[src/rtl/gdad_pkg.sv]
// Shared types, codes and the month-length table for the date adder.
package gdad_pkg;

   typedef enum logic [3:0] {
      ST_IDLE  = 4'b0001,
      ST_CHECK = 4'b0010,
      ST_STEP  = 4'b0100,
      ST_DONE  = 4'b1000
   } state_type;

   localparam logic [3:0] MONTH_JAN = 4'd1;
   localparam logic [3:0] MONTH_FEB = 4'd2;
   localparam logic [3:0] MONTH_DEC = 4'd12;

   localparam logic [4:0] DAYS_LONG  = 5'd31;
   localparam logic [4:0] DAYS_SHORT = 5'd30;
   localparam logic [4:0] DAYS_LEAP  = 5'd29;
   localparam logic [4:0] DAYS_FEB   = 5'd28;
   localparam logic [4:0] DAYS_NONE  = 5'd0;

   typedef struct packed {
      logic load;
      logic check;
      logic step;
      logic publish;
   } cmd_type;

   typedef struct packed {
      logic leap_ok;
      logic date_ok;
      logic count_zero;
      logic out_free;
   } sts_type;

   // zero for a month code that means nothing
   function automatic logic [4:0] month_len(input logic [3:0] month, input logic leap);
      logic [4:0] len;
      case (month)
         4'd1, 4'd3, 4'd5, 4'd7, 4'd8, 4'd10, 4'd12: len = DAYS_LONG;
         4'd4, 4'd6, 4'd9, 4'd11:                    len = DAYS_SHORT;
         MONTH_FEB:                                  len = leap ? DAYS_LEAP : DAYS_FEB;
         default:                                    len = DAYS_NONE;
      endcase
      return len;
   endfunction

endpackage

[src/rtl/gdad_leap.sv]
// Two-stage Gregorian leap-year unit, tagged with the year it was worked out for.
module gdad_leap (
   input  logic        clock,
   input  logic        reset,
   input  logic [13:0] year,
   output logic        leap,
   output logic [13:0] leap_year_tag
);

   // year / 100 = (year * 5243) >> 19, exact below 43690
   localparam logic [26:0] RECIP    = 27'd5243;
   localparam int          SHIFT    = 19;
   localparam logic [13:0] HUNDRED  = 14'd100;

   logic [26:0] prod;
   logic [7:0]  q_in,  q_ff;
   logic [13:0] yq_in, yq_ff;
   logic [13:0] hundreds;
   logic        leap_in, leap_ff;
   logic [13:0] yl_in, yl_ff;

   assign prod  = 27'(year) * RECIP;
   assign q_in  = prod[SHIFT +: 8];
   assign yq_in = year;

   assign hundreds = 14'(q_ff) * HUNDRED;
   assign leap_in  = (yq_ff[1:0] == 2'b00) &&
                     ((yq_ff != hundreds) || (q_ff[1:0] == 2'b00));
   assign yl_in    = yq_ff;

   always_ff @(posedge clock) begin
      if (reset) begin
         q_ff    <= '0;
         yq_ff   <= '0;
         leap_ff <= 1'b1;
         yl_ff   <= '0;
      end else begin
         q_ff    <= q_in;
         yq_ff   <= yq_in;
         leap_ff <= leap_in;
         yl_ff   <= yl_in;
      end
   end

   assign leap          = leap_ff;
   assign leap_year_tag = yl_ff;

endmodule

[src/rtl/gdad_datapath.sv]
// Date registers, month-at-a-time advance and the result register.
module gdad_datapath #(
   parameter int ADD_BITS = 16
) (
   input  logic                    clock,
   input  logic                    reset,
   input  gdad_pkg::cmd_type       cmd,
   output gdad_pkg::sts_type       sts,
   input  logic [4:0]              req_start_day,
   input  logic [3:0]              req_start_month,
   input  logic [13:0]             req_start_year,
   input  logic [ADD_BITS-1:0]     req_days_to_add,
   output logic                    rsp_valid,
   input  logic                    rsp_stall,
   output logic [4:0]              rsp_result_day,
   output logic [3:0]              rsp_result_month,
   output logic [13:0]             rsp_result_year,
   output logic                    rsp_input_valid
);

   localparam int EW = ADD_BITS + 5;

   logic [4:0]          day_ff,   day_in;
   logic [3:0]          month_ff, month_in;
   logic [13:0]         year_ff,  year_in;
   logic [ADD_BITS-1:0] left_ff,  left_in;
   logic                valid_ff, valid_in;

   logic [4:0]          out_day_ff,   out_day_in;
   logic [3:0]          out_month_ff, out_month_in;
   logic [13:0]         out_year_ff,  out_year_in;
   logic                out_ok_ff,    out_ok_in;
   logic                rsp_valid_ff, rsp_valid_in;

   logic                leap;
   logic [13:0]         leap_tag;
   logic [4:0]          len;
   logic [4:0]          room;
   logic [EW-1:0]       left_ext;
   logic [EW-1:0]       room_ext;
   logic                fits;

   gdad_leap u_leap (
      .clock         (clock),
      .reset         (reset),
      .year          (year_ff),
      .leap          (leap),
      .leap_year_tag (leap_tag)
   );

   assign len      = gdad_pkg::month_len(month_ff, leap);
   assign room     = len - day_ff;
   assign left_ext = EW'(left_ff);
   assign room_ext = EW'(room);
   assign fits     = left_ext <= room_ext;

   always_comb begin
      day_in   = day_ff;
      month_in = month_ff;
      year_in  = year_ff;
      left_in  = left_ff;
      valid_in = valid_ff;
      if (cmd.load) begin
         day_in   = req_start_day;
         month_in = req_start_month;
         year_in  = req_start_year;
         left_in  = req_days_to_add;
         valid_in = 1'b0;
      end else if (cmd.check) begin
         valid_in = (month_ff >= gdad_pkg::MONTH_JAN) && (month_ff <= gdad_pkg::MONTH_DEC) &&
                    (day_ff != 5'd0) && (day_ff <= len);
      end else if (cmd.step) begin
         if (fits) begin
            day_in  = day_ff + left_ext[4:0];
            left_in = '0;
         end else begin
            left_in = ADD_BITS'(left_ext - room_ext - EW'(1));
            day_in  = 5'd1;
            if (month_ff == gdad_pkg::MONTH_DEC) begin
               month_in = gdad_pkg::MONTH_JAN;
               year_in  = year_ff + 14'd1;
            end else begin
               month_in = month_ff + 4'd1;
            end
         end
      end
   end

   always_comb begin
      out_day_in   = out_day_ff;
      out_month_in = out_month_ff;
      out_year_in  = out_year_ff;
      out_ok_in    = out_ok_ff;
      rsp_valid_in = rsp_valid_ff && rsp_stall;
      if (cmd.publish) begin
         out_day_in   = day_ff;
         out_month_in = month_ff;
         out_year_in  = year_ff;
         out_ok_in    = valid_ff;
         rsp_valid_in = 1'b1;
      end
   end

   always_ff @(posedge clock) begin
      if (reset) begin
         valid_ff     <= 1'b0;
         rsp_valid_ff <= 1'b0;
      end else begin
         valid_ff     <= valid_in;
         rsp_valid_ff <= rsp_valid_in;
      end
   end

   always_ff @(posedge clock) begin
      day_ff       <= day_in;
      month_ff     <= month_in;
      year_ff      <= year_in;
      left_ff      <= left_in;
      out_day_ff   <= out_day_in;
      out_month_ff <= out_month_in;
      out_year_ff  <= out_year_in;
      out_ok_ff    <= out_ok_in;
   end

   assign sts.leap_ok    = (leap_tag == year_ff);
   assign sts.date_ok    = valid_ff;
   assign sts.count_zero = (left_ff == '0);
   assign sts.out_free   = !rsp_valid_ff || !rsp_stall;

   assign rsp_valid        = rsp_valid_ff;
   assign rsp_result_day   = out_day_ff;
   assign rsp_result_month = out_month_ff;
   assign rsp_result_year  = out_year_ff;
   assign rsp_input_valid  = out_ok_ff;

   a_step_day_nonzero: assert property (@(posedge clock) disable iff (reset)
      cmd.step |=> day_ff != 5'd0)
      else $error("day zero after step");

   a_valid_month_range: assert property (@(posedge clock) disable iff (reset)
      valid_ff |-> (month_ff >= gdad_pkg::MONTH_JAN) && (month_ff <= gdad_pkg::MONTH_DEC))
      else $error("month out of range on valid date");

   a_publish_shows: assert property (@(posedge clock) disable iff (reset)
      cmd.publish |=> rsp_valid_ff)
      else $error("published item not shown");

endmodule

[src/rtl/gdad_ctrl.sv]
// Sequencer: load, check, month steps, hand-off to the result register.
module gdad_ctrl (
   input  logic              clock,
   input  logic              reset,
   input  logic              req_valid,
   output logic              req_stall,
   output gdad_pkg::cmd_type cmd,
   input  gdad_pkg::sts_type sts
);

   gdad_pkg::state_type state_ff, state_in;

   always_comb begin
      state_in = state_ff;
      cmd      = '0;
      case (state_ff)
         gdad_pkg::ST_IDLE: begin
            if (req_valid) begin
               cmd.load = 1'b1;
               state_in = gdad_pkg::ST_CHECK;
            end
         end
         gdad_pkg::ST_CHECK: begin
            if (sts.leap_ok) begin
               cmd.check = 1'b1;
               state_in  = gdad_pkg::ST_STEP;
            end
         end
         gdad_pkg::ST_STEP: begin
            if (!sts.date_ok || sts.count_zero) begin
               state_in = gdad_pkg::ST_DONE;
            end else if (sts.leap_ok) begin
               cmd.step = 1'b1;
            end
         end
         gdad_pkg::ST_DONE: begin
            if (sts.out_free) begin
               cmd.publish = 1'b1;
               state_in    = gdad_pkg::ST_IDLE;
            end
         end
         default: begin
            state_in = gdad_pkg::ST_IDLE;
         end
      endcase
   end

   always_ff @(posedge clock) begin
      if (reset) begin
         state_ff <= gdad_pkg::ST_IDLE;
      end else begin
         state_ff <= state_in;
      end
   end

   assign req_stall = (state_ff != gdad_pkg::ST_IDLE);

   a_cmd_onehot0: assert property (@(posedge clock) disable iff (reset)
      $onehot0({cmd.load, cmd.check, cmd.step, cmd.publish}))
      else $error("more than one command");

   a_step_guard: assert property (@(posedge clock) disable iff (reset)
      cmd.step |-> sts.leap_ok && sts.date_ok && !sts.count_zero)
      else $error("step without a ready leap flag or work left");

   a_publish_free: assert property (@(posedge clock) disable iff (reset)
      cmd.publish |-> sts.out_free)
      else $error("publish into a full result register");

   a_accept_check: assert property (@(posedge clock) disable iff (reset)
      (req_valid && !req_stall) |=> state_ff == gdad_pkg::ST_CHECK)
      else $error("accepted item not checked");

endmodule

[src/rtl/gregorian_date_add_days.sv]
// Top level: Gregorian date plus a day count.
//
//  channel | direction | handshake            | fields
//  req     | in        | req_valid/req_stall  | start_day, start_month, start_year, days_to_add
//  rsp     | out       | rsp_valid/rsp_stall  | result_day, result_month, result_year, input_valid
//
//  One item at a time: req_stall is high from accept until the result is handed to the result
//  register, and the next accept waits for the idle state. The datapath advances one month per
//  cycle while the leap flag matches its year; steps wait for the leap-year unit's registered
//  stages to catch up with each new year, at the check too when the year differs from the previous item's.
//  Synchronous active-high reset clears the sequencer and the result valid.
//  A new item is taken while a finished result waits under rsp_stall; the next one waits.
module gregorian_date_add_days #(
   parameter int ADD_BITS = 16
) (
   input  logic                clock,
   input  logic                reset,
   input  logic                req_valid,
   output logic                req_stall,
   input  logic [4:0]          req_start_day,
   input  logic [3:0]          req_start_month,
   input  logic [13:0]         req_start_year,
   input  logic [ADD_BITS-1:0] req_days_to_add,
   output logic                rsp_valid,
   input  logic                rsp_stall,
   output logic [4:0]          rsp_result_day,
   output logic [3:0]          rsp_result_month,
   output logic [13:0]         rsp_result_year,
   output logic                rsp_input_valid
);

   gdad_pkg::cmd_type cmd;
   gdad_pkg::sts_type sts;

   gdad_ctrl u_ctrl (
      .clock     (clock),
      .reset     (reset),
      .req_valid (req_valid),
      .req_stall (req_stall),
      .cmd       (cmd),
      .sts       (sts)
   );

   gdad_datapath #(
      .ADD_BITS (ADD_BITS)
   ) u_datapath (
      .clock            (clock),
      .reset            (reset),
      .cmd              (cmd),
      .sts              (sts),
      .req_start_day    (req_start_day),
      .req_start_month  (req_start_month),
      .req_start_year   (req_start_year),
      .req_days_to_add  (req_days_to_add),
      .rsp_valid        (rsp_valid),
      .rsp_stall        (rsp_stall),
      .rsp_result_day   (rsp_result_day),
      .rsp_result_month (rsp_result_month),
      .rsp_result_year  (rsp_result_year),
      .rsp_input_valid  (rsp_input_valid)
   );

endmodule
[config.mk]
export PLATFORM = sky130hd
export DESIGN_NAME = gregorian_date_add_days
export DESIGN_NICKNAME = d
export VERILOG_FILES = /design/src/rtl/gdad_pkg.sv /design/src/rtl/gdad_leap.sv /design/src/rtl/gdad_datapath.sv /design/src/rtl/gdad_ctrl.sv /design/src/rtl/gregorian_date_add_days.sv
export SDC_FILE = /design/constraint.sdc
export NUM_CORES = 1
export LEC_CHECK = 0
export ABC_CLOCK_PERIOD_IN_PS = 4900
export BUFFER_PORTS_ARGS = -buffer_cell sky130_fd_sc_hd__buf_4
export CAP_MARGIN = 5
export CELL_PAD_IN_SITES_DETAIL_PLACEMENT = 0
export CELL_PAD_IN_SITES_GLOBAL_PLACEMENT = 1
export CORE_UTILIZATION = 44
export CTS_CLUSTER_DIAMETER = 40
export DETAILED_ROUTE_END_ITERATION = 10
export GPL_TIMING_DRIVEN = 0
export PLACE_DENSITY_LB_ADDON = 0.1
export SYNTH_ARGS = -nofsm -noshare
export SYNTH_HDL_FRONTEND = slang
export SYNTH_SLANG_ARGS = --single-unit
[constraint.sdc]
create_clock -name clock -period 4.9 [get_ports clock]
set_input_delay 0.245 -clock clock [delete_from_list [all_inputs] [get_ports clock]]
set_output_delay 0.245 -clock clock [all_outputs]
set_load 0.005 [all_outputs]
==> reports/metrics.yaml, run 1 <==
status: "completed"
drv_slew: 0
ctsHoldBuffers: 0
synth_edf_count: 63
rows: 53
async_reset_ff_frac: 0
syn2layout_area_growth_pct: 18.4
clock_sinks: 106
hold_violations: 0
ys_seq_elements: 106
drv_cap: 0
start_util: 0.449
num_vias: 6985
root_buffer: "clkbuf_16"
drtIter0Drc: 345
antenna_found_initial: 0
numPortBuffers: 68
min_from: "req_days_to_add[6]"
worstHoldPathCells: 3
drt-wirelength-per-cell_um: 17.2
dp_hpwl_um: 18200
gp_congestion: 0.823
fmax_ghz: 0.207
dp_cells: 1306
boundaryPins: 69
cts_htree_levels: 3
grt_pass1_vias: 6792
synth_area_um2: 9430
cts_tree: "done"
r2r-start: "u_datapath.year_ff[11]"
ant_nets: 0
drive_gt1_frac: 0.156
hold_class: "in -> reg"
rrSetupSlack_ns: 0.08
synthFlopType: "edfxtp_1"
num-nets-final: 1349
grt_overflow: 0
finClkSkew_ns: 0.0161
track_usage: 0.223
grt_pass1_wl_um: 36900
cp-end-kind: "register"
synth_seq_area_share: 0.292
synth.distinct_cells: 56
post-route-drc-count: 0
r2r_cells: 17
tightest_slew_ns: 0.991
relSlewSlack: 0.338
period_minus_slack_ns: 4.82
hold_end: "u_datapath.left_ff[6]"
ys_warn_count: 0
worstSetupPathType: "reg -> reg"
hold_ws_ns: 0.157
setup_viol: 0
synth.avg_cell_area_um2: 9.81
die_h_um: 148
fin_cells: 1364
finalCritPeriodShare: 0.984
crit_arrival_ns: 5.05
via_per_inst: 5.12
wirelength_um: 23400
core_area_um2: 21000
required_ns: 5.13
clk_latency_ns: 0.36
cp_max_fo: 4
grt_setup_unrepaired: "yes"
grt_max_degree: 22
numCtsBuffers: 9
cts_buffer_depth: 2
r2r_end: "u_datapath.u_leap.q_ff[3]"
dr.pass1.iters: 4
die_x_um: 148
antennaDiodeCount: 0
clk_pin_slew_ns: 0.08
synth_nets: 1225
cp-start-kind: "register"
die_area_um2: 22000
syn_inst: 961
synth_stat cells, types with 4 or more instances:
cell / count / area (um^2)
nor2_1: 49 / 184
or3_1: 4 / 25.0
a21o_1: 14 / 105
xnor2_1: 56 / 490
nand2_1: 70 / 263
inv_1: 177 / 664
and3_1: 5 / 31.3
a31oi_1: 4 / 25.0
or4_1: 6 / 45.0
nor2b_1: 21 / 131
o31ai_1: 16 / 120
a21oi_1: 46 / 230
xor2_1: 9 / 78.8
nor4_1: 6 / 37.5
nor3_1: 13 / 65.1
o21ai_1: 4 / 20.0
nand3_1: 11 / 55.1
edfxtp_1: 63 / 1890
clkbuf_1: 16 / 60.1
nand4_1: 12 / 75.1
mux2_2: 4 / 45.0
ha_1: 152 / 1900
o21a_1: 7 / 52.6
dfxtp_1: 43 / 861
o21ai_0: 32 / 160
fa_1: 69 / 1380
o211ai_1: 4 / 30.0
logic make-up after synthesis:
family	share of synthesized area
adders and majority gates	0.348
and+or+nand+nor	0.108
buffers and inverters	0.0792
AOI/OAI and AO/OA	0.106
DFF	0.292
xor gates and xnor gates	0.0604
muxes	0.00584
critical path, cell delays in order (launching register included):
cell and delay, ns:
edfxtp_1 0.48, buf_4 0.18, ha_1 0.29, inv_1 0.07, fa_1 0.54, inv_1 0.06
fa_1 0.47, fa_1 0.50, inv_1 0.06, fa_1 0.53, inv_1 0.06, ha_4 0.24
nand3_1 0.09, o221ai_2 0.14, a21oi_4 0.25, a21oi_4 0.11, a221oi_2 0.29, mux2_4 0.33
registers in the layout, summed over array words and instances (netlist names), 4 cells and up:
name / cells
u_ctrl.state_ff: 4
u_datapath.day_ff: 5
u_datapath.left_ff: 16
u_datapath.month_ff: 4
u_datapath.rsp_result_day: 5
u_datapath.rsp_result_month: 4
u_datapath.rsp_result_year: 14
u_datapath.u_leap.leap_year_tag: 14
u_datapath.u_leap.q_ff: 8
u_datapath.u_leap.yl_in: 14
u_datapath.year_ff: 14
stage by stage:
stage	util	area (um^2)	setup TNS, ns	worst slack, ns
final	0.531	11200	0	0.0798
after global routing	0.531	11200	-0.281	-0.0881
after CTS	0.520	10900	0	0.0125
after detailed placement	0.491	10300	-2.85	-0.562
after global placement	0.489	10300	-13.99	-0.758
after floorplan	-	9430	0	0.159
routing by layer:
| layer | GRT usage | up-vias | wire (um) | share of wire |
|---|---|---|---|---|
| li1 | - | 3483 | - | - |
| met1 | 0.334 | 3369 | 11900 | 0.51 |
| met2 | 0.345 | 116 | 10500 | 0.45 |
| met3 | 0.0270 | 17 | 691 | 0.030 |
| met4 | 0.0448 | 0 | 264 | 0.011 |
| met5 | 0 | - | 0 | 0 |
how the worst max path moves through the flow:
stage                                 from                   endpoint  slack (ns)
floorplan           u_datapath.month_ff[0]      u_datapath.year_ff[0]        0.16
global placement    u_datapath.month_ff[0]      u_datapath.year_ff[1]       -0.76
detailed placement   u_datapath.year_ff[5]  u_datapath.u_leap.q_ff[6]       -0.56
CTS                 u_datapath.year_ff[10]  u_datapath.u_leap.q_ff[5]        0.01
global route         u_datapath.year_ff[4]  u_datapath.u_leap.q_ff[4]       -0.09
finish              u_datapath.year_ff[11]  u_datapath.u_leap.q_ff[3]        0.08
timing repair:
action / in CTS / in global routing
pin swaps: 8 / 16
setup buffers: 34 / 9
hold endpoints to repair: 0 / 0
gates resized for setup: 14 / 30
setup endpoints to repair: 8 / 17
cells in the final DEF (no fill, tap or decap), types with 3 or more instances in the layout:
cell         n
inv_1      173
ha_1       145
buf_4      109
nand2_1     70
fa_1        69
edfxtp_1    63
xnor2_1     56
nor2_1      47
dfxtp_1     43
a21oi_1     39
o21ai_0     28
nor2b_1     21
clkbuf_1    16
a21o_1      14
o31ai_1     14
nor3_1      12
nand4_1     12
nand3_1     11
xor2_1       9
clkbuf_16    9
o21a_1       7
o21ai_1      7
ha_4         7
or4_1        6
nor4_1       6
a21oi_2      5
buf_6        5
and3_1       5
inv_2        4
or3_1        4
o211ai_1     4
a31oi_1      4
nor4b_1      3
a22o_1       3
nand2b_1     3
a21oi_4      3
mux2_2       3
final cells by class:
type / count / area, um^2
sequential: 106 / 2750
inverter: 177 / 664
multi-input combinational: 659 / 6160
timing repair buffer: 113 / 871
buffer: 19 / 82.6
clock inverter: 6 / 58.8
clock buffer: 9 / 225
tap: 275 / 344
fill: 1976 / 9860
Power of run 1 is not shown: default switching activity piles up to over one toggle a cycle in this logic, so the estimate is an artifact.
==> inputs of run 2 (changes only) <==
--- a/config.mk
+++ b/config.mk
@@ -10,7 +10,8 @@
 export CAP_MARGIN = 5
 export CELL_PAD_IN_SITES_DETAIL_PLACEMENT = 0
 export CELL_PAD_IN_SITES_GLOBAL_PLACEMENT = 1
-export CORE_UTILIZATION = 44
+export CORE_UTILIZATION = 45
+export CTS_BUF_LIST = sky130_fd_sc_hd__clkbuf_4 sky130_fd_sc_hd__clkbuf_8
 export CTS_CLUSTER_DIAMETER = 40
 export DETAILED_ROUTE_END_ITERATION = 10
 export GPL_TIMING_DRIVEN = 0
==> reports/metrics.yaml, run 2 (synthesized netlist as in run 1, its figures left out) <==
status: "completed"
rows: 52  # -1.9%
use_met3: 0.0345  # +0.00748
grt_overflow: 0  # unchanged
drive_gt1_frac: 0.173  # +0.0171
dp_hpwl_um: 18700  # +2.6%
num_vias: 7077  # +1.3%
busiest_layer: "met2"
wirelength_um: 24000  # +2.4%
start_util: 0.463  # +0.0145
numPortBuffers: 68  # unchanged
drv_slew: 0  # unchanged
cts_buffer_depth: 2  # unchanged
drtIter0Drc: 311  # -9.9%
die_x_um: 147  # -1.1%
hold_class: "in -> reg"
tightest_slew_ns: 0.945  # -0.0466 ns
dr.pass1.iters: 5  # +1
use_met1: 0.350  # +0.0158
clk_latency_ns: 0.38  # +0.02 ns
fin_ws_ns: 0.117  # +0.0374 ns
numCtsBuffers: 9  # unchanged
grt_pass1_wl_um: 38200  # +3.7%
worstSetupPathType: "reg -> reg"
crit_arrival_ns: 5.05  # about the same
final_common_cell: "inv_1"
grt_setup_unrepaired: "yes"
cp-end-kind: "register"
gp_congestion: 0.808  # -1.9%
syn2layout_area_growth_pct: 19.9
relSlewSlack: 0.369  # +0.0311
cp_max_fo: 4  # unchanged
boundaryPins: 69  # unchanged
required_ns: 5.17  # +0.04 ns
cts_htree_levels: 3  # unchanged
final_cell_mix: "inv_1, ha_1, buf_4, nand2_1, fa_1"
finalCritPeriodShare: 0.976  # -0.00763
track_usage: 0.233  # +0.00971
antenna_found_initial: 0  # unchanged
finClkSkew_ns: 0.0105  # -0.00554 ns
via_per_inst: 5.15  # +0.58%
ant_nets: 0  # unchanged
cp-start-kind: "register"
die_h_um: 147  # -1.1%
top_register: "u_datapath.left_ff"
period_minus_slack_ns: 4.78  # -0.0374 ns
crit_slowest_cell: "fa_1"
hold_ws_ns: 0.140  # -0.0165 ns
cpPeakStageDelay_ns: 0.52  # -0.02 ns
core_area_um2: 20400  # -3.1%
grt_pass1_vias: 6944  # +2.2%
clock_sinks: 106  # unchanged
root_buffer: "clkbuf_8"
setup_viol: 0  # unchanged
hold_violations: 0  # unchanged
gr-usage-met2: 0.356  # +0.0116
cts_tree: "done"
largest_register_ffs: 16  # unchanged
drt-wirelength-per-cell_um: 17.4  # +1.7%
cp_cell_sequence: "buf_6 -> ha_4 -> inv_1 -> fa_1 -> inv_1 -> fa_1 -> fa_1 -> inv_1 -> fa_1 -> inv_1 -> ha_4 -> a21oi_4 -> o221ai_4 -> a21oi_4 -> a21oi_4 -> a221oi_2 -> mux2_4"
post-route-drc-count: 0  # unchanged
grt_max_degree: 22  # unchanged
clk_pin_slew_ns: 0.11  # +0.03 ns
fillCellCount: 1842  # -6.8%
num-nets-final: 1362  # +0.96%
fmax_ghz: 0.209  # +0.78%
post-place-ws_ns: -0.725  # -0.163 ns
drv_cap: 0  # unchanged
die_area_um2: 21500  # -2.2%
[run 2: changes by cell type in the layout (fill, tap and decap cells not counted), sizes merged]
cell      change
buf          +13
diode         +1
clkinv        -3
bufinv        -1
inv           +3
clkinvlp      +2
[run 2: repair_timing]
item	CTS	global route
hold buffers	0	0
pin swaps	3	20
resized for setup	16	40
gates cloned	0	0
setup buffers	37	19
setup endpoints to repair	8	21
[run 2: path summary, 6_finish.rpt]
check                                       startpoint                              to  slack, ns  cells past startpoint
worst max-delay path            u_datapath.year_ff[10]       u_datapath.u_leap.q_ff[3]       0.12                     17
worst min-delay path                req_days_to_add[8]           u_datapath.left_ff[8]       0.14                      3
worst max register to register  u_datapath.year_ff[10]       u_datapath.u_leap.q_ff[3]       0.12                     17
worst min register to register  u_datapath.month_ff[2]  u_datapath.rsp_result_month[2]       0.47                      0
[run 2: per-layer routing]
metal,wire length (um),vias up,share of wire
li1,-,3516,-
met1,12000,3413,0.50
met2,10700,130,0.44
met3,985,18,0.041
met4,283,0,0.012
met5,0,-,0
[run 2: critical path, delay by kind of cell, from the launching register on]
kind,cells,cell delay (ns)
compound gates,5,0.94
mux,1,0.32
flops,1,0.50
buf+inv,5,0.40
fa+ha+maj,6,2.49
[run 2: area by class of cell]
cell class / instances / area (um^2) / share of cell area
multi-input cells: 659 / 6280 / 0.555
flip-flops and latches: 106 / 2750 / 0.244
repair buffers: 126 / 988 / 0.0875
diodes: 1 / 2.50 / 0.000221
plain buffers: 19 / 82.6 / 0.00731
well taps: 270 / 338 / 0.0299
inverters: 177 / 668 / 0.0591
clock inverters: 7 / 68.8 / 0.00609
clock buffers: 9 / 124 / 0.0110
[run 2: stage by stage]
| stage | area, um^2 | utilization | instances | TNS (ns) |
|---|---|---|---|---|
| 2_1_floorplan | 9430 | - | 961 | 0 |
| 3_3_place_gp | 10300 | 0.505 | 1299 | -13.81 |
| 3_5_place_dp | 10300 | 0.506 | 1301 | -3.92 |
| 4_1_cts | 10900 | 0.535 | 1354 | -0.0274 |
| 5_1_grt | 11300 | 0.555 | 1373 | -0.0576 |
| 6_report | 11300 | 0.555 | 1374 | 0 |
Power of run 2 is left out for the same reason.
==> inputs of run 3 (changes only) <==
--- a/config.mk
+++ b/config.mk
@@ -6,16 +6,16 @@
 export NUM_CORES = 1
 export LEC_CHECK = 0
 export ABC_CLOCK_PERIOD_IN_PS = 4900
-export BUFFER_PORTS_ARGS = -buffer_cell sky130_fd_sc_hd__buf_4
+export BUFFER_PORTS_ARGS = -buffer_cell sky130_fd_sc_hd__buf_2
 export CAP_MARGIN = 5
 export CELL_PAD_IN_SITES_DETAIL_PLACEMENT = 0
 export CELL_PAD_IN_SITES_GLOBAL_PLACEMENT = 1
-export CORE_UTILIZATION = 45
-export CTS_BUF_LIST = sky130_fd_sc_hd__clkbuf_4 sky130_fd_sc_hd__clkbuf_8
+export CORE_UTILIZATION = 44
 export CTS_CLUSTER_DIAMETER = 40
 export DETAILED_ROUTE_END_ITERATION = 10
 export GPL_TIMING_DRIVEN = 0
 export PLACE_DENSITY_LB_ADDON = 0.1
+export REMOVE_ABC_BUFFERS = 1
 export SYNTH_ARGS = -nofsm -noshare
 export SYNTH_HDL_FRONTEND = slang
 export SYNTH_SLANG_ARGS = --single-unit
==> reports/metrics.yaml, run 3 (synthesized netlist as in run 1, its figures left out) <==
status: "completed"
worst_path_most_repeated_cell: "fa_1"
cp_max_fo: 4  # unchanged
setup_viol: 0  # unchanged
start_util: 0.449  # -0.0145
drt-wirelength-per-cell_um: 16.3  # -6.7%
dr.pass1.iters: 5  # unchanged
die_h_um: 148  # +1.1%
period_minus_slack_ns: 4.78  # -0.00620 ns
clock_sinks: 106  # unchanged
ant_nets: 0  # unchanged
syn2layout_area_growth_pct: 16.8
cp_cell_sequence: "buf_6 -> ha_4 -> inv_1 -> fa_1 -> inv_1 -> fa_1 -> inv_2 -> fa_1 -> fa_1 -> inv_2 -> ha_4 -> a21oi_2 -> o221ai_2 -> a21oi_4 -> a21oi_4 -> a221oi_2 -> mux2_4"
numCtsBuffers: 9  # unchanged
die_area_um2: 22000  # +2.2%
finClkSkew_ns: 0.0173  # +0.00679 ns
rows: 53  # +1.9%
tightest_slew_ns: 1.01  # +0.0625 ns
fin_cells: 1349  # -1.8%
drtIter0Drc: 217  # -30%
root_buffer: "clkbuf_16"
relSlewSlack: 0.329  # -0.0401
fmax_ghz: 0.209  # +0.13%
grt_pass1_vias: 6646  # -4.3%
hold_class: "in -> reg"
largest_register_ffs: 16  # unchanged
dp_cells: 1286  # -1.2%
grt_max_degree: 53  # +140%
cp-start-kind: "register"
post-route-drc-count: 0  # unchanged
drive_gt1_frac: 0.171  # -0.00184
clk_latency_ns: 0.35  # -0.03 ns
gp_congestion: 0.852  # +5.5%
num_vias: 6794  # -4.0%
top_register: "u_datapath.left_ff"
grt_overflow: 0  # unchanged
drv_slew: 0  # unchanged
crit_family: "adder cells"
fillCellCount: 1928  # +4.7%
critPathBufInv: 5  # unchanged
hold_violations: 0  # unchanged
crit_slowest_cell: "fa_1"
finalCritPeriodShare: 0.975  # -0.00127
numPortBuffers: 68  # unchanged
cts_tree: "done"
die_x_um: 148  # +1.1%
cp-end-kind: "register"
boundaryPins: 69  # unchanged
core_area_um2: 21000  # +3.2%
final_common_cell: "inv_1"
postLayoutCoreUtil: 0.524  # -0.0312
cpPeakStageDelay_ns: 0.53  # about the same
dp_hpwl_um: 17000  # -9.2%
ctsHoldBuffers: 0  # unchanged
antenna_found_initial: 0  # unchanged
grt_pass1_wl_um: 35100  # -8.1%
final_cell_mix: "inv_1, ha_1, nand2_1, fa_1, buf_2"
required_ns: 5.13  # -0.04 ns
antennaDiodeCount: 0  # -1
clk_pin_slew_ns: 0.08  # -0.03 ns
cts_buffer_depth: 2  # unchanged
via_per_inst: 5.04  # -2.2%
track_usage: 0.208  # -0.0245
cts_htree_levels: 3  # unchanged
drv_cap: 0  # unchanged
wirelength_um: 22000  # -8.4%
worstSetupPathType: "reg -> reg"
crit_arrival_ns: 5.01  # -0.04 ns
num-nets-final: 1333  # -2.1%
## run 3: changes by cell type in the layout (fill, tap and decap cells not counted), sizes merged
cell and change:
buf -13, diode -1, clkinv +2, clkbuf -16
clkinvlp -2
## run 3: stage by stage
stage / TNS, ns / cell area (um^2) / hold WS, ns / setup WS, ns
3_3_place_gp: -21.41 / 10000 / 0.485 / -1.30
5_1_grt: -0.0161 / 11000 / 0.150 / -0.0161
4_1_cts: -0.0816 / 10700 / 0.145 / -0.0702
6_report: 0 / 11000 / 0.152 / 0.123
2_1_floorplan: 0 / 9350 / 0.312 / 0.0959
3_5_place_dp: -4.59 / 10100 / 0.485 / -0.606
## run 3: final timing paths
| check | from | end | slack, ns | depth (start not counted) |
|---|---|---|---|---|
| setup reg to reg | u_datapath.year_ff[8] | u_datapath.u_leap.q_ff[3] | 0.12 | 17 |
| hold / removal | req_start_year[1] | u_datapath.year_ff[1] | 0.15 | 3 |
| setup / recovery | u_datapath.year_ff[8] | u_datapath.u_leap.q_ff[3] | 0.12 | 17 |
| hold reg to reg | u_datapath.u_leap.yl_in[12] | u_datapath.u_leap.leap_year_tag[12] | 0.48 | 1 |
## run 3: worst min-delay path, stage by stage
cell and delay, ns:
buf_2 0.07, nand2_1 0.04, nand2_1 0.04
## run 3: what timing repair did
item	in CTS	in global routing
gates resized for setup	9	45
setup endpoints to repair	22	7
endpoints found under the hold margin	0	0
buffers inserted	32	15
pin swaps	8	33
## run 3: final cells by class
cell class / count / area (um^2) / area share
clock buffer: 9 / 225 / 0.0205
clock inverter: 7 / 50.0 / 0.00454
inverter: 177 / 664 / 0.0603
multi-input combinational: 659 / 6220 / 0.565
sequential: 106 / 2750 / 0.250
tap: 275 / 344 / 0.0312
timing repair buffer: 116 / 757 / 0.0687
## run 3: metal layers
| layer | vias to the layer above | global-route usage | part of all wire | wire length, um |
|---|---|---|---|---|
| li1 | 3458 | - | - | - |
| met1 | 3225 | 0.290 | 0.48 | 10500 |
| met2 | 99 | 0.352 | 0.48 | 10600 |
| met3 | 12 | 0.0156 | 0.027 | 587 |
| met4 | 0 | 0.0500 | 0.011 | 241 |
| met5 | - | 0 | 0 | 0 |
Power of run 3 is left out for the same reason.
